==> config.mk <==
export PLATFORM = sky130hd
export DESIGN_NAME = morse_char_keyer
export DESIGN_NICKNAME = d
export VERILOG_FILES = /design/src/hw/rtl/mck_pkg.sv /design/src/hw/rtl/mck_ctrl.sv /design/src/hw/rtl/mck_dpath.sv /design/src/hw/rtl/morse_char_keyer.sv
export VERILOG_INCLUDE_DIRS = /design/src /design/src/hw/rtl
export SDC_FILE = /design/constraint.sdc
export NUM_CORES = 1
export LEC_CHECK = 0
export BUFFER_PORTS_ARGS = -buffer_cell sky130_fd_sc_hd__buf_2
export CAP_MARGIN = 20
export CORE_MARGIN = 4
export CORE_UTILIZATION = 50
export DETAILED_ROUTE_END_ITERATION = 16
export PLACE_DENSITY = 0.71
export SETUP_SLACK_MARGIN = 0.4
export SLEW_MARGIN = 20
export SYNTH_ARGS = -nofsm -noshare
export SYNTH_HDL_FRONTEND = slang
export SYNTH_HIERARCHICAL = 1
export SYNTH_SLANG_ARGS = --single-unit
==> constraint.sdc <==
create_clock -name clk_i -period 9.6 [get_ports clk_i]
set_clock_uncertainty 0.15 [all_clocks]
set_input_delay 0.48 -clock clk_i [delete_from_list [all_inputs] [get_ports clk_i]]
set_output_delay 0.48 -clock clk_i [all_outputs]
set_load 0.05 [all_outputs]
==> src/hw/rtl/morse_char_keyer_defines.svh <==
// Assertion helpers for the Morse keyer. Each expects clk_i and rst_ni in scope.
`ifndef MORSE_CHAR_KEYER_DEFINES_SVH
`define MORSE_CHAR_KEYER_DEFINES_SVH

// The consequent must hold in the same cycle as the antecedent.
`define MCK_ASSERT_NOW(lbl, ante, cons) \
  lbl: assert property (@(posedge clk_i) disable iff (!rst_ni) (ante) |-> (cons)) \
    else $error("keyer check failed");

// The consequent must hold in the cycle after the antecedent.
`define MCK_ASSERT_NEXT(lbl, ante, cons) \
  lbl: assert property (@(posedge clk_i) disable iff (!rst_ni) (ante) |=> (cons)) \
    else $error("keyer check failed");

`endif

==> src/hw/rtl/mck_pkg.sv <==
package mck_pkg;

  localparam int unsigned TimeW  = 24;
  localparam int unsigned SymW   = 6;
  localparam int unsigned LenW   = 3;
  localparam int unsigned MaxEl  = 5;
  localparam int unsigned CfgIdxW = 2;

  localparam logic [TimeW-1:0] DotReset   = 24'd200000;
  localparam logic [TimeW-1:0] DashReset  = 24'd600000;
  localparam logic [TimeW-1:0] SpaceReset = 24'd500000;

  localparam logic [7:0] AsciiSpace  = 8'h20;
  localparam logic [7:0] AsciiZero   = 8'h30;
  localparam logic [7:0] AsciiNine   = 8'h39;
  localparam logic [7:0] AsciiUpperA = 8'h41;
  localparam logic [7:0] AsciiUpperZ = 8'h5a;
  localparam logic [7:0] AsciiLowerA = 8'h61;
  localparam logic [7:0] AsciiLowerZ = 8'h7a;
  localparam logic [7:0] CaseOffset  = 8'h20;
  localparam logic [7:0] DigitBase   = 8'd26;

  // Configuration register indexes.
  typedef enum logic [CfgIdxW-1:0] {
    REG_DOT   = 2'd0,
    REG_DASH  = 2'd1,
    REG_SPACE = 2'd2
  } mck_reg_e;

  // What an incoming byte means.
  typedef enum logic [1:0] {
    CH_NONE,
    CH_SPACE,
    CH_SYM
  } mck_kind_e;

  // Kind of segment the datapath places in the output register.
  typedef enum logic [1:0] {
    SEG_ELEM,
    SEG_GAP,
    SEG_TAIL,
    SEG_SPACE
  } mck_seg_e;

  typedef enum logic [2:0] {
    ST_IDLE,
    ST_ELEM,
    ST_GAP,
    ST_TAIL,
    ST_SPACE
  } mck_state_e;

  typedef struct packed {
    mck_kind_e       kind;
    logic [SymW-1:0] sym;
  } mck_char_t;

  // Element count and dash mask, element 0 in the lowest bit.
  typedef struct packed {
    logic [LenW-1:0]  len;
    logic [MaxEl-1:0] dash;
  } mck_pat_t;

  // Commands from controller to datapath.
  typedef struct packed {
    logic     load_char;
    logic     seg_load;
    mck_seg_e seg_kind;
    logic     elem_inc;
  } mck_cmd_t;

  // Status from datapath to controller.
  typedef struct packed {
    mck_kind_e in_kind;
    logic      elem_last;
    logic      out_free;
  } mck_stat_t;

  // Fold case and sort a byte into space, symbol or nothing.
  function automatic mck_char_t classify(input logic [7:0] c);
    logic [7:0] u;
    mck_char_t  r;
    u = c;
    if (c >= AsciiLowerA && c <= AsciiLowerZ) begin
      u = c - CaseOffset;
    end
    r.kind = CH_NONE;
    r.sym  = '0;
    if (u == AsciiSpace) begin
      r.kind = CH_SPACE;
    end else if (u >= AsciiUpperA && u <= AsciiUpperZ) begin
      r.kind = CH_SYM;
      r.sym  = SymW'(u - AsciiUpperA);
    end else if (u >= AsciiZero && u <= AsciiNine) begin
      r.kind = CH_SYM;
      r.sym  = SymW'(u - AsciiZero + DigitBase);
    end
    return r;
  endfunction

  // International Morse table: letters A to Z, then digits 0 to 9.
  function automatic mck_pat_t morse_pattern(input logic [SymW-1:0] sym);
    mck_pat_t p;
    unique case (sym)
      6'd0:  p = '{3'd2, 5'b00010};
      6'd1:  p = '{3'd4, 5'b00001};
      6'd2:  p = '{3'd4, 5'b00101};
      6'd3:  p = '{3'd3, 5'b00001};
      6'd4:  p = '{3'd1, 5'b00000};
      6'd5:  p = '{3'd4, 5'b00100};
      6'd6:  p = '{3'd3, 5'b00011};
      6'd7:  p = '{3'd4, 5'b00000};
      6'd8:  p = '{3'd2, 5'b00000};
      6'd9:  p = '{3'd4, 5'b01110};
      6'd10: p = '{3'd3, 5'b00101};
      6'd11: p = '{3'd4, 5'b00010};
      6'd12: p = '{3'd2, 5'b00011};
      6'd13: p = '{3'd2, 5'b00001};
      6'd14: p = '{3'd3, 5'b00111};
      6'd15: p = '{3'd4, 5'b00110};
      6'd16: p = '{3'd4, 5'b01011};
      6'd17: p = '{3'd3, 5'b00010};
      6'd18: p = '{3'd3, 5'b00000};
      6'd19: p = '{3'd1, 5'b00001};
      6'd20: p = '{3'd3, 5'b00100};
      6'd21: p = '{3'd4, 5'b01000};
      6'd22: p = '{3'd3, 5'b00110};
      6'd23: p = '{3'd4, 5'b01001};
      6'd24: p = '{3'd4, 5'b01101};
      6'd25: p = '{3'd4, 5'b00011};
      6'd26: p = '{3'd5, 5'b11111};
      6'd27: p = '{3'd5, 5'b11110};
      6'd28: p = '{3'd5, 5'b11100};
      6'd29: p = '{3'd5, 5'b11000};
      6'd30: p = '{3'd5, 5'b10000};
      6'd31: p = '{3'd5, 5'b00000};
      6'd32: p = '{3'd5, 5'b00001};
      6'd33: p = '{3'd5, 5'b00011};
      6'd34: p = '{3'd5, 5'b00111};
      6'd35: p = '{3'd5, 5'b01111};
      default: p = '{3'd1, 5'b00000};
    endcase
    return p;
  endfunction

endpackage

==> src/hw/rtl/mck_ctrl.sv <==
module mck_ctrl (
  input  logic                 clk_i,
  input  logic                 rst_ni,
  input  logic                 in_valid_i,
  output logic                 in_ready_o,
  input  mck_pkg::mck_stat_t   stat_i,
  output mck_pkg::mck_cmd_t    cmd_o
);

  mck_pkg::mck_state_e state_q, state_d;

  // State register.
  always_ff @(posedge clk_i or negedge rst_ni) begin
    if (!rst_ni) begin
      state_q <= mck_pkg::ST_IDLE;
    end else begin
      state_q <= state_d;
    end
  end

  // Next state. Each segment state waits until the output register can take a word.
  always_comb begin
    state_d = state_q;
    unique case (state_q)
      mck_pkg::ST_IDLE: begin
        if (in_valid_i) begin
          unique case (stat_i.in_kind)
            mck_pkg::CH_SPACE: state_d = mck_pkg::ST_SPACE;
            mck_pkg::CH_SYM:   state_d = mck_pkg::ST_ELEM;
            default:           state_d = mck_pkg::ST_IDLE;
          endcase
        end
      end
      mck_pkg::ST_ELEM: begin
        if (stat_i.out_free) state_d = mck_pkg::ST_GAP;
      end
      mck_pkg::ST_GAP: begin
        if (stat_i.out_free) begin
          state_d = stat_i.elem_last ? mck_pkg::ST_TAIL : mck_pkg::ST_ELEM;
        end
      end
      mck_pkg::ST_TAIL: begin
        if (stat_i.out_free) state_d = mck_pkg::ST_IDLE;
      end
      mck_pkg::ST_SPACE: begin
        if (stat_i.out_free) state_d = mck_pkg::ST_IDLE;
      end
      default: state_d = mck_pkg::ST_IDLE;
    endcase
  end

  // Commands to the datapath.
  always_comb begin
    in_ready_o      = 1'b0;
    cmd_o.load_char = 1'b0;
    cmd_o.seg_load  = 1'b0;
    cmd_o.seg_kind  = mck_pkg::SEG_ELEM;
    cmd_o.elem_inc  = 1'b0;
    unique case (state_q)
      mck_pkg::ST_IDLE: begin
        in_ready_o      = 1'b1;
        cmd_o.load_char = in_valid_i;
      end
      mck_pkg::ST_ELEM: begin
        cmd_o.seg_load = stat_i.out_free;
        cmd_o.seg_kind = mck_pkg::SEG_ELEM;
      end
      mck_pkg::ST_GAP: begin
        cmd_o.seg_load = stat_i.out_free;
        cmd_o.seg_kind = mck_pkg::SEG_GAP;
        cmd_o.elem_inc = stat_i.out_free && !stat_i.elem_last;
      end
      mck_pkg::ST_TAIL: begin
        cmd_o.seg_load = stat_i.out_free;
        cmd_o.seg_kind = mck_pkg::SEG_TAIL;
      end
      mck_pkg::ST_SPACE: begin
        cmd_o.seg_load = stat_i.out_free;
        cmd_o.seg_kind = mck_pkg::SEG_SPACE;
      end
      default: begin
        in_ready_o = 1'b0;
      end
    endcase
  end

endmodule

==> src/hw/rtl/mck_dpath.sv <==
module mck_dpath (
  input  logic                           clk_i,
  input  logic                           rst_ni,
  input  logic [7:0]                     char_code_i,
  input  logic                           cfg_valid_i,
  input  logic [mck_pkg::CfgIdxW-1:0]    cfg_index_i,
  input  logic [mck_pkg::TimeW-1:0]      cfg_data_i,
  input  mck_pkg::mck_cmd_t              cmd_i,
  output mck_pkg::mck_stat_t             stat_o,
  output logic                           out_valid_o,
  input  logic                           out_ready_i,
  output logic                           led_on_o,
  output logic [mck_pkg::TimeW-1:0]      duration_us_o,
  output logic                           last_o
);

  logic [mck_pkg::TimeW-1:0] dot_q, dash_q, space_q;
  logic [mck_pkg::LenW-1:0]  len_q;
  logic [mck_pkg::MaxEl-1:0] dash_mask_q;
  logic [mck_pkg::LenW-1:0]  elem_q, elem_d;
  logic                      ov_q, ov_d;
  logic                      led_q, led_d;
  logic [mck_pkg::TimeW-1:0] dur_q, dur_d;
  logic                      last_q, last_d;
  mck_pkg::mck_char_t        in_char;
  mck_pkg::mck_pat_t         in_pat;

  assign in_char = mck_pkg::classify(char_code_i);
  assign in_pat  = mck_pkg::morse_pattern(in_char.sym);

  // Timing registers; writes to an unused index fall through.
  always_ff @(posedge clk_i or negedge rst_ni) begin
    if (!rst_ni) begin
      dot_q   <= mck_pkg::DotReset;
      dash_q  <= mck_pkg::DashReset;
      space_q <= mck_pkg::SpaceReset;
    end else if (cfg_valid_i) begin
      unique case (cfg_index_i)
        mck_pkg::REG_DOT:   dot_q   <= cfg_data_i;
        mck_pkg::REG_DASH:  dash_q  <= cfg_data_i;
        mck_pkg::REG_SPACE: space_q <= cfg_data_i;
        default: ;
      endcase
    end
  end

  // Pattern of the character in progress.
  always_ff @(posedge clk_i) begin
    if (cmd_i.load_char) begin
      len_q       <= in_pat.len;
      dash_mask_q <= in_pat.dash;
    end
  end

  // Element counter.
  always_comb begin
    elem_d = elem_q;
    if (cmd_i.load_char) begin
      elem_d = '0;
    end else if (cmd_i.elem_inc) begin
      elem_d = elem_q + 1'b1;
    end
  end

  // Segment values for the requested kind.
  always_comb begin
    led_d  = 1'b0;
    dur_d  = dot_q;
    last_d = 1'b0;
    unique case (cmd_i.seg_kind)
      mck_pkg::SEG_ELEM: begin
        led_d = 1'b1;
        dur_d = dash_mask_q[elem_q] ? dash_q : dot_q;
      end
      mck_pkg::SEG_GAP: begin
        dur_d = dot_q;
      end
      mck_pkg::SEG_TAIL: begin
        dur_d  = dash_q;
        last_d = 1'b1;
      end
      mck_pkg::SEG_SPACE: begin
        dur_d  = space_q;
        last_d = 1'b1;
      end
      default: dur_d = dot_q;
    endcase
  end

  // Output register occupancy.
  always_comb begin
    ov_d = ov_q;
    if (cmd_i.seg_load) begin
      ov_d = 1'b1;
    end else if (out_ready_i) begin
      ov_d = 1'b0;
    end
  end

  always_ff @(posedge clk_i or negedge rst_ni) begin
    if (!rst_ni) begin
      ov_q   <= 1'b0;
      elem_q <= '0;
    end else begin
      ov_q   <= ov_d;
      elem_q <= elem_d;
    end
  end

  // Output word payload.
  always_ff @(posedge clk_i) begin
    if (cmd_i.seg_load) begin
      led_q  <= led_d;
      dur_q  <= dur_d;
      last_q <= last_d;
    end
  end

  assign stat_o.in_kind   = in_char.kind;
  assign stat_o.elem_last = (elem_q == len_q - 1'b1);
  assign stat_o.out_free  = !ov_q || out_ready_i;

  assign out_valid_o   = ov_q;
  assign led_on_o      = led_q;
  assign duration_us_o = dur_q;
  assign last_o        = last_q;

endmodule

==> src/hw/rtl/morse_char_keyer.sv <==
// Morse character keyer.
// Slave stream: one ASCII byte per word in s_axis_tdata. Lower case folds to upper case.
// Master stream: one keying segment per word; tdata carries the level and the duration in
// microseconds, tlast marks the closing segment of a character.
// A letter or digit of n elements gives 2n+1 segments: on and gap for each element, then
// a dark segment of dash time. A space gives one dark segment of space time. Any other
// byte gives no word at all.
// Configuration: cfg_valid_i/cfg_ready_o with cfg_index_i (0 dot, 1 dash, 2 space) and
// cfg_data_i; the port is always ready and index 3 is ignored. Write only while idle.
// Timing: a byte is accepted in the idle state; then, while the receiver takes every word,
// the controller loads one segment per cycle into the output register. The first segment
// is loaded in the element state entered after the byte is accepted. The next byte
// is taken once the closing segment sits in the output register, even while it waits there.
// A stalled receiver simply holds the output register and the controller waits on it.
// Reset clears the controller and the output register and restores the timing registers
// to 200000, 600000 and 500000 microseconds.
`include "morse_char_keyer_defines.svh"

module morse_char_keyer (
  input  logic        clk_i,
  input  logic        rst_ni,
  input  logic        s_axis_tvalid,
  output logic        s_axis_tready,
  input  logic [7:0]  s_axis_tdata,   // [7:0] char_code
  output logic        m_axis_tvalid,
  input  logic        m_axis_tready,
  output logic [31:0] m_axis_tdata,   // [0] led_on, [24:1] duration_us, [31:25] zero
  output logic        m_axis_tlast,
  input  logic        cfg_valid_i,
  output logic        cfg_ready_o,
  input  logic [mck_pkg::CfgIdxW-1:0] cfg_index_i,
  input  logic [mck_pkg::TimeW-1:0]   cfg_data_i
);

  mck_pkg::mck_cmd_t         cmd;
  mck_pkg::mck_stat_t        stat;
  logic                      led_on;
  logic [mck_pkg::TimeW-1:0] duration_us;
  logic                      in_acc;

  assign cfg_ready_o = 1'b1;

  mck_ctrl u_ctrl (
    .clk_i      (clk_i),
    .rst_ni     (rst_ni),
    .in_valid_i (s_axis_tvalid),
    .in_ready_o (s_axis_tready),
    .stat_i     (stat),
    .cmd_o      (cmd)
  );

  mck_dpath u_dpath (
    .clk_i         (clk_i),
    .rst_ni        (rst_ni),
    .char_code_i   (s_axis_tdata),
    .cfg_valid_i   (cfg_valid_i),
    .cfg_index_i   (cfg_index_i),
    .cfg_data_i    (cfg_data_i),
    .cmd_i         (cmd),
    .stat_o        (stat),
    .out_valid_o   (m_axis_tvalid),
    .out_ready_i   (m_axis_tready),
    .led_on_o      (led_on),
    .duration_us_o (duration_us),
    .last_o        (m_axis_tlast)
  );

  // Pack the output word, upper bits zero.
  assign m_axis_tdata = {7'd0, duration_us, led_on};

  // An input word is taken at this edge.
  assign in_acc = s_axis_tvalid && s_axis_tready;

  // Checks on the keyer's own sequencing.
  `MCK_ASSERT_NEXT(a_unmapped_stays_idle, in_acc && stat.in_kind == mck_pkg::CH_NONE, s_axis_tready)
  `MCK_ASSERT_NEXT(a_symbol_goes_busy, in_acc && stat.in_kind == mck_pkg::CH_SYM, !s_axis_tready)
  `MCK_ASSERT_NOW(a_closing_segment_dark, m_axis_tvalid && m_axis_tlast, !m_axis_tdata[0])

endmodule
# After elaboration in Yosys (flattened, before gate mapping)
# Memory sizes are Yosys's and may differ from the RTL's. A register that Yosys moved wholly into a read port is not among the register bits.
# Index checks and enable logic that the tools add are counted.
# W data, S select, Z words.
[totals]
word_cells = 84
mem_count = 1
rom_bits = 512
output_inout_bits = 36
ff_bits = 105
[op_classes]
n_eq_ne = 17
reduce_logical = 18
n_lt_le_gt_ge = 7
add_sub_neg = 6
n_mux = 26
[memory_table]
columns = ["name", "depth", "width", "rd", "rd_ports_with_merged_regs", "wr", "line", "source"]
rows = [
  ["(name not given)", 64, 8, 1, 1, 0, "mck_pkg.sv:104", "unique case (sym)"],
]
[op_table]
columns = ["op", "n"]
rows = [
  ["$pmux W24 S4", 1],
  ["$mux W24", 1],
  ["$mux W8", 3],
  ["$pmux W3 S4", 2],
  ["$mux W3", 6],
  ["$ge A8 B7 Y1 const B", 2],
  ["$le A8 B7 Y1 const B", 2],
  ["$eq A2 B2 Y1 const B", 4],
  ["$eq A8 B6 Y1 const B", 1],
  ["$ge A8 B6 Y1 const B", 1],
  ["$le A8 B6 Y1 const B", 1],
  ["$mux W1", 8],
  ["$sub A8 B6 Y8 const B", 1],
  ["$add A6 B5 Y6 const B", 1],
  ["$eq A2 B1 Y1 const B", 3],
  ["$eq A3 B2 Y1 const B", 2],
  ["$mux W6", 1],
  ["$ne A2 B1 Y1 const B", 3],
  ["$pmux W3 S2", 1],
  ["$reduce_and A2 Y1", 3],
  ["$sub A6 B1 Y6 const B", 1],
  ["$sub A6 B6 Y6 const B", 1],
  ["$logic_and A1 B1 Y1", 4],
  ["$logic_not A2 Y1", 2],
  ["15 further kinds", 19],
]

# Logic depth before layout (Yosys ltp)
# Gate-level depths: netlist of the first run.
[logic_depth]
ltp_word = 12
mapped_depth = 14
mapped_depth_nobuf = 13

# Modules after synthesis
# Netlist of the first run, hierarchy kept.
[by_module_without_submodules]
columns = ["module", "instances", "seq_area_each_um2", "cells_each", "area_each_um2"]
rows = [
  ["mck_dpath", 1, 2949.1, 499, 5982.0],
  ["mck_ctrl", 1, 75.1, 30, 250.2],
  ["morse_char_keyer", 1, 0.0, 11, 75.1],
]

# Least setup slack after synthesis of the first run
# Ideal clock, no wire load.
[synth_timing]
path_kind = "input-to-reg"
from = "in s_axis_tdata[1]"
to = "reg u_dpath/dash_mask_q[2] in the netlist's numbering, data pin"
cell_stages = 13
setup_ps = 257
setup_slack_ps = 6040
n_path_buf = 1
t_arrival_ps = 3153
cell_sequence = "inv_1 > ha_1 > buf_4 > or4b_4 > o21ai_2 > o31a_4 > o211ai_4 > a2bb2oi_2 > ha_1 > o211ai_1 > a41oi_1 > o21ai_1 > a32o_1"
[synth_via]
elab_chain_cells = 8
word_cells_on_any_way = 18
cone_classes = "add/sub (4); order compare (6); eq/ne (1); mux (4); reduce/logical (3)"
[synth_rtl]
columns = ["item", "line", "source"]
rows = [
  ["start: declaration", "morse_char_keyer.sv:24", "input logic [7:0] s_axis_tdata,"],
  ["$ge A8 B7 Y1 / $le A8 B7 Y1 (equally long branches)", "mck_pkg.sv:84", "if (c >= AsciiLowerA && c <= AsciiLowerZ) begin"],
  ["$logic_and A1 B1 Y1", "mck_pkg.sv:84", ""],
  ["$mux W8 *", "mck_pkg.sv:84", ""],
  ["$sub A6 B6 Y6 (tied with other cells)", "mck_pkg.sv:96", "r.sym = SymW'(u - AsciiZero + DigitBase);"],
  ["$add A6 B5 Y6 / $logic_and A1 B1 Y1 (equally long branches)", "mck_pkg.sv:96, mck_pkg.sv:94", ""],
  ["$mux W8", "mck_pkg.sv:94", "end else if (u >= AsciiZero && u <= AsciiNine) begin"],
  ["$mux W8", "mck_pkg.sv:91", "end else if (u >= AsciiUpperA && u <= AsciiUpperZ) begin"],
  ["$mux W6 *", "mck_pkg.sv:89", "if (u == AsciiSpace) begin"],
  ["end: declaration", "mck_dpath.sv:19", "logic [mck_pkg::MaxEl-1:0] dash_mask_q;"],
]
# Every way passes the cells marked *; elsewhere a longest branch is shown, timed or not.
# A chain may end at the register's enable or synchronous reset.

# Final worst setup path of the first run
[layout_timing]
from = "in s_axis_tdata[0]"
to = "reg u_dpath/dash_mask_q[1] in the netlist's numbering, data pin"
# The elaborated chain is that of the path after synthesis.

==> results of run 1 <==
[layer usage]
metal  vias up  GRT usage  wire (µm)
met4         0     0.0609        249
li1       2117          -          -
met5         -          0          0
met3        20     0.0468        743
met1      2254      0.261       6170
met2       146      0.340       7060
[power breakdown]
part	switching [W]	internal, W	total [W]
Sequential	0.0000684	0.000682	0.000750
Combinational	0.000511	0.000243	0.000753
Clock	0.000203	0.000438	0.000641
[final timing paths]
check | endpoint | cells after the start
min in group asynchronous | u_dpath/space_q[22] | 2
min reg2reg | u_dpath/space_q[7] | 1
max | u_dpath/dash_mask_q[1] | 14
min | u_dpath/dot_q[9] | 3
max in group asynchronous | u_dpath/space_q[17] | 3
max reg2reg | u_dpath/duration_us_o[22] | 6
[timing repair]
item / in CTS / in global routing
hold buffers: 0 / 1
resized for setup: 0 / 0
endpoints found under the hold margin: 0 / 24
buffers inserted: 0 / 0
[cell usage in the layout, fill, tap and decap left out, types with 4 or more instances in the layout]
master     count
inv_1         15
a22oi_1       23
o21ai_2        4
nand2b_1       4
mux2_2        94
nand2_1       69
dfstp_2       21
dfrtp_1       58
a21oi_1       15
a31oi_1        5
conb_1         8
nor3_1         6
nand3b_1       5
o21ai_0        8
xnor2_1       12
edfxtp_1      34
buf_4          8
o21ai_1        5
ha_1          15
bufinv_16      4
nor2_1        13
buf_2         65
nand3_1        8
clkbuf_16     17
mux2i_1        7
[through the flow]
stage | worst slack, ps | cell area (µm²)
floorplan | 6040 | 6330
global placement | 5410 | 6740
detailed placement | 5330 | 6740
CTS | 5740 | 7350
global route | 5430 | 7390
finish | 5690 | 7390
[flip-flops by register name (all words and copies together), names as in the netlist]
register and cells:
u_ctrl/state_q 3, u_dpath/dash_mask_q 5, u_dpath/dash_q 24, u_dpath/dot_q 24, u_dpath/duration_us_o 24, u_dpath/elem_q 3, u_dpath/last_o 1, u_dpath/led_on_o 1
u_dpath/len_q 3, u_dpath/out_valid_o 1, u_dpath/space_q 24
[layout make-up]
cell class	count	area [µm²]
flip-flops and latches	113	3020
fillers	956	4770
multi-input cells	381	3060
clock buffers	21	450
inverters	16	60.1
well taps	168	210
repair buffers	75	423
clock inverters	11	161
[worst max-delay path, delay by kind of cell]
family,cells,cell delay [ps]
compound gates,7,1880
fa+ha+maj,2,600
buf+inv,3,530
simple gates,2,380
[cell families after synthesis]
kind of cell / after synthesis / share of synthesized area
AO/OA/AOI/OAI: 107 / 0.138
XOR/XNOR: 15 / 0.0208
adder cells (fa/ha/maj): 15 / 0.0298
buffers and inverters: 52 / 0.0430
flip-flops: 113 / 0.479
multiplexers: 102 / 0.183
other: 2 / 0.00119
AND/OR/NAND/NOR: 134 / 0.105
==> results.md, run 1 <==
- Crit path launch type: input port
- Max-slew headroom: 0.364
- Top-area cell type share of the netlist area: 0.230
- CP peak stage delay: approximately 580 ps
- Layout cells sized above 1: 0.404
- Area contributors post-synth: dfrtp_1 (23%), mux2_2 (17%), edfxtp_1 (16%)
- Root buf cell: clkbuf_16
- Via Count: about 4.5k
- RSZ-0062 raised after global routing: false
- Number of global-route vias before repair: approximately 4.5k
- Clock Path Buffers: 2
- Cell accounting for the most synthesized area: dfrtp_1
- TritonRoute pass-1 iters: 5
- HPWL Detailed: approximately 9 mm
- Row cnt: 40
- CP max stage cell: o211ai_4
- Crit path launch: s_axis_tdata[0]
- Min-delay src: cfg_data_i[9]
- Fin Hold WS: 171 ps
- CP Cell Sequence: buf_2 -> inv_1 -> ha_1 -> or4b_4 -> o21ai_2 -> o31a_4 -> o211ai_4 -> a2bb2oi_2 -> inv_1 -> ha_1 -> nand4_1 -> a21oi_1 -> o311ai_0 -> o211ai_1
- Post-layout util: 0.608
- Fin nets: between 600 and 700
- Core Area: between 0.01 and 0.015 mm²
- Die X: ~120 µm
- Ys async rst share: 0.699
- Clock latency on the worst-skew pair: about 390 ps
- PD cells: 290 mW/mm²
- Final slew viol count: 0
- Setup slack, reg-to-reg: just over 7000 ps
- Tot Pwr: between 0.002 and 0.0025 W
- Fmax: between 0.2 and 0.3 GHz
- H-tree levels: 4
- Post-route insts no fill: a little under 800
- CP Data Arrival Time: 3880 ps
- Gr ovfl total: 0
- CP Max Fanout: 19
- CP Capture Type: flop
- #FFs+latches synth: about 110
- VDD IR max: ~0.00013 V
- GP Congestion: slightly below 0.9
- Dpl cells: between 700 and 800
- GRT Overall Usage: 0.202
- Synthesis-to-layout area growth: 17.2%
- First-pass GRT wire length: between 20 and 25 mm
- Synth warn: 6
- Post-Syn Area per Cell: between 10 and 15 µm²
- Worst Path Required: between 9000 and 10000 ps
- Ys flop type: dfrtp_1
- Setup_tns: 0 ps
- Reg clk slew, reported paths: ~50 ps
- Clock sinks: 113
- Synth top cells by count: mux2_2 (94), nand2_1 (69), dfrtp_1 (58)
- I/O Pins: 75
- DR iter-0 viols: roughly 350
- Mapped cell area: between 0.006 and 0.007 mm²
- Critical R2R Launch: u_ctrl/state_q[2]
- Period utilisation layout: 0.408
- Number of diodes: 0
- CP Class: input port to flop
- Num CTS Buffers: 17
- Hold Path Class: input port to flop
- Routed WL: between 10 and 15 mm
- ANT nets after route: 0
- Initial antenna violation count: 0
- Initial Utilization: 0.519
- Vias/cell: around 5.8
- Setup violators final: 0
- Cell count after synthesis: 540
- Die area: about 0.014 mm²
- Netlist cell types: between 70 and 80
- Largest net degree at the start of global routing: 80
- Post-synth EDFFs: 34
- Port bufs: 66
- Outcome: finished clean
- Routed WL per cell: 18.1 µm
- Pleak: 3.07 nW
- Slew @ Worst Pin: between 900 and 1000 ps
- DRC Markers: 0
- Die Ht: roughly 120 µm
- Max cap viols: 0
- Minimum clock period: 3910 ps
- CTS tree: done
- Final hold violation count: 0
- Top-count cell post-synth: mux2_2
- Post-synthesis sequential area ratio: 0.479
(Power assumes the default switching activity.)
==> run 2, diff against run 1 <==
==> constraint.sdc (replaced) <==
create_clock -name clk_i -period 3.7 [get_ports clk_i]
set_clock_uncertainty 0.15 [all_clocks]
set_input_delay 0.185 -clock clk_i [delete_from_list [all_inputs] [get_ports clk_i]]
set_output_delay 0.185 -clock clk_i [all_outputs]
set_load 0.05 [all_outputs]
==> run 2 against run 1 <==
Hold slack worse by 140 ps; die area stayed put; critical path depth is 1 lower; global-route usage is 0.10 points lower; sequential share of layout area is 1.9 points lower; final area is 4.9% higher; power grew to 2.6 times the previous value; non-clock buffer count is 36 higher; critical endpoint is now u_dpath/dash_mask_q[2]; highest routed layer unchanged.
==> results.md, run 2 (synthesis results as in run 1) <==
- Outcome: finished clean (unchanged)
- Routed WL per cell: 17.5 µm (was 18.1 µm)
- Dpl cells: 762 (was 751)
- Die X: 120 µm (unchanged)
- Tot Pwr: 0.00568 W (was 0.00214 W)
- Via Count: 4647 (was 4537)
- Minimum clock period: roughly 2900 ps
- Routed WL: 14.3 mm (was 14.2 mm)
- TritonRoute pass-1 iters: 5 (unchanged)
- Reg2reg end: u_dpath/duration_us_o[17] (was u_dpath/duration_us_o[22])
- CP Max Fanout: 6 (was 19)
- Core Area: 0.0122 mm² (unchanged)
- DRC Markers: 0 (unchanged)
- CTS tree: done (unchanged)
- Gr ovfl total: 0 (unchanged)
- Commonest non-fill, non-tap cell in the layout: mux2_2 (unchanged)
- Clock Path Buffers: 2 (unchanged)
- Synthesis-to-layout area growth: 23.0% (was 17.2%)
- Row cnt: 40 (unchanged)
- Clock sinks: 113 (unchanged)
- Initial Utilization: 0.519 (unchanged)
- Reg2Reg Depth: 6 (unchanged)
- Setup WS pre-CTS: 393 ps (was 5330 ps)
- Crit-path most repeated cell: ha_1
- Fin Hold WS: 31.8 ps (was 171 ps)
- CP Data Arrival Time: 2920 ps (was 3880 ps)
- Final slew viol count: 0 (unchanged)
- CP max stage cell: or4b_4 (was o211ai_4)
- Setup slack, reg-to-reg: 1070 ps (was 7060 ps)
- Number of diodes: 0 (unchanged)
- Root buf cell: clkbuf_16 (unchanged)
- Die Ht: 120 µm (unchanged)
- Number of global-route vias before repair: 4750 (was 4509)
- Fin nets: 694 (was 658)
- Clock latency on the worst-skew pair: 400 ps (was 390 ps)
- Critical Path End: u_dpath/dash_mask_q[2] (was u_dpath/dash_mask_q[1])
- Setup violators final: 0 (unchanged)
- Max-slew headroom: 0.495 (was 0.364)
- CP Cell Sequence: buf_2 -> inv_1 -> ha_1 -> or4b_4 -> o21ai_2 -> o31a_4 -> o211ai_4 -> a2bb2oi_2 -> ha_1 -> o211ai_1 -> a41oi_1 -> o21ai_1 -> a32o_1 (was buf_2 -> inv_1 -> ha_1 -> or4b_4 -> o21ai_2 -> o31a_4 -> o211ai_4 -> a2bb2oi_2 -> inv_1 -> ha_1 -> nand4_1 -> a21oi_1 -> o311ai_0 -> o211ai_1)
- Post_cts resized: 0 (unchanged)
- Final hold violation count: 0 (unchanged)
- Max cap viols: 0 (unchanged)
- Worst Path Required: 3700 ps (was 9570 ps)
- Crit path launch: s_axis_tdata[0] (unchanged)
- Slew @ Worst Pin: 758 ps (was 948 ps)
- Port bufs: 66 (unchanged)
- CP peak stage delay: 480 ps (was 580 ps)
- Fmax: about 0.34 GHz
- Crit path launch type: input port (unchanged)
- Die area: 0.0145 mm² (unchanged)
- CP Class: input port to flop (unchanged)
- Min-delay src: m_axis_tready (was cfg_data_i[9])
- Most frequent cells in the layout: mux2_2 (94), nand2_1 (69), buf_2 (65) (unchanged)
- PD cells: 733 mW/mm² (was 290 mW/mm²)
- Layout cells sized above 1: 0.404 (about the same)
- Hold Path Class: input port to flop (unchanged)
- DR iter-0 viols: 251 (was 351)
- I/O Pins: 75 (unchanged)
- Vias/cell: 5.66 (was 5.78)
- Critical R2R Launch: u_ctrl/state_q[2] (unchanged)
- GRT Overall Usage: 0.201 (was 0.202)
- CP Capture Type: flop (unchanged)
- Period utilisation layout: 0.789
- First-pass GRT wire length: 23.5 mm (was 23.4 mm)
- Num CTS Buffers: 17 (unchanged)
- Post-CTS setup buffer count: 0 (unchanged)
- Pleak: 3.25 nW (was 3.07 nW)
- Post-route insts no fill: 821 (was 785)
- GP Congestion: 0.903 (was 0.890)
- Hold buffers post-CTS: 26 (was 0)
- H-tree levels: 4 (unchanged)
- VDD IR max: 0.000404 V (was 0.000134 V)
- Final worst slack: 779 ps (was 5690 ps)
- Largest net degree at the start of global routing: 80 (unchanged)
- Initial antenna violation count: 0 (unchanged)
- Setup_tns: 0 ps (unchanged)
- RSZ-0062 raised after global routing: false (unchanged)
- ANT nets after route: 0 (unchanged)
- Reg clk slew, reported paths: 50 ps (about the same)
- HPWL Detailed: 9.69 mm (was 9.25 mm)
[run 2: changes by cell type in the layout (fill, tap and decap cells not counted), moves of 2 or more]
cell | previous run | this run
clkinv_2 | 3 | 0
dlygate4sd3_1 | 1 | 26
clkinvlp_4 | 3 | 1
clkinv_4 | 0 | 6
buf_4 | 8 | 19
clkbuf_1 | 3 | 0
inv_6 | 0 | 2
[run 2: final cells by class]
| type | count | area, µm² |
|---|---|---|
| Multi-Input combinational cell | 381 | 3060 |
| Clock inverter | 14 | 204 |
| Timing Repair Buffer | 111 | 756 |
| Tap cell | 168 | 210 |
| Clock buffer | 18 | 439 |
| Inverter | 16 | 60.1 |
| Sequential cell | 113 | 3020 |
| Fill cell | 919 | 4410 |
[run 2: per-stage QoR]
| step | utilization | instance area, µm² |
|---|---|---|
| final | 0.638 | 7750 |
| after global routing | 0.638 | 7750 |
| after CTS | 0.635 | 7730 |
| after detailed placement | 0.561 | 6820 |
| after global placement | 0.561 | 6820 |
| after floorplan | - | 6330 |
[run 2: worst min-delay path by stage]
stage / end / slack [ps] / depth (start not counted)
6_report: u_dpath/out_valid_o / 30 / 3
5_1_grt: u_dpath/out_valid_o / 50 / 3
4_1_cts: u_dpath/out_valid_o / 20 / 3
3_5_place_dp: u_dpath/dot_q[20] / 260 / 1
3_3_place_gp: u_dpath/space_q[20] / 250 / 1
2_1_floorplan: u_ctrl/state_q[0] / -260 / 0
[run 2: metal layers]
| metal | vias to the layer above | global-route usage | routed length, µm |
|---|---|---|---|
| li1 | 2179 | - | - |
| met1 | 2303 | 0.258 | 6260 |
| met2 | 139 | 0.344 | 7180 |
| met3 | 26 | 0.0407 | 631 |
| met4 | 0 | 0.0630 | 265 |
| met5 | - | 0 | 0 |
[run 2: critical path, delay by kind of cell]
kind | cells | cell delay [ps]
AOI/OAI and AO/OA | 8 | 1480
adders and majority gates | 2 | 530
and+or+nand+nor | 1 | 480
buffers and inverters | 2 | 220
[run 2: power breakdown]
group / total (W) / leakage (nW) / switching, W / internal, W
clock: 0.00173 / 0.312 / 0.000577 / 0.00115
sequential: 0.00194 / 1.24 / 0.000172 / 0.00177
combinational: 0.00201 / 1.69 / 0.00134 / 0.000671
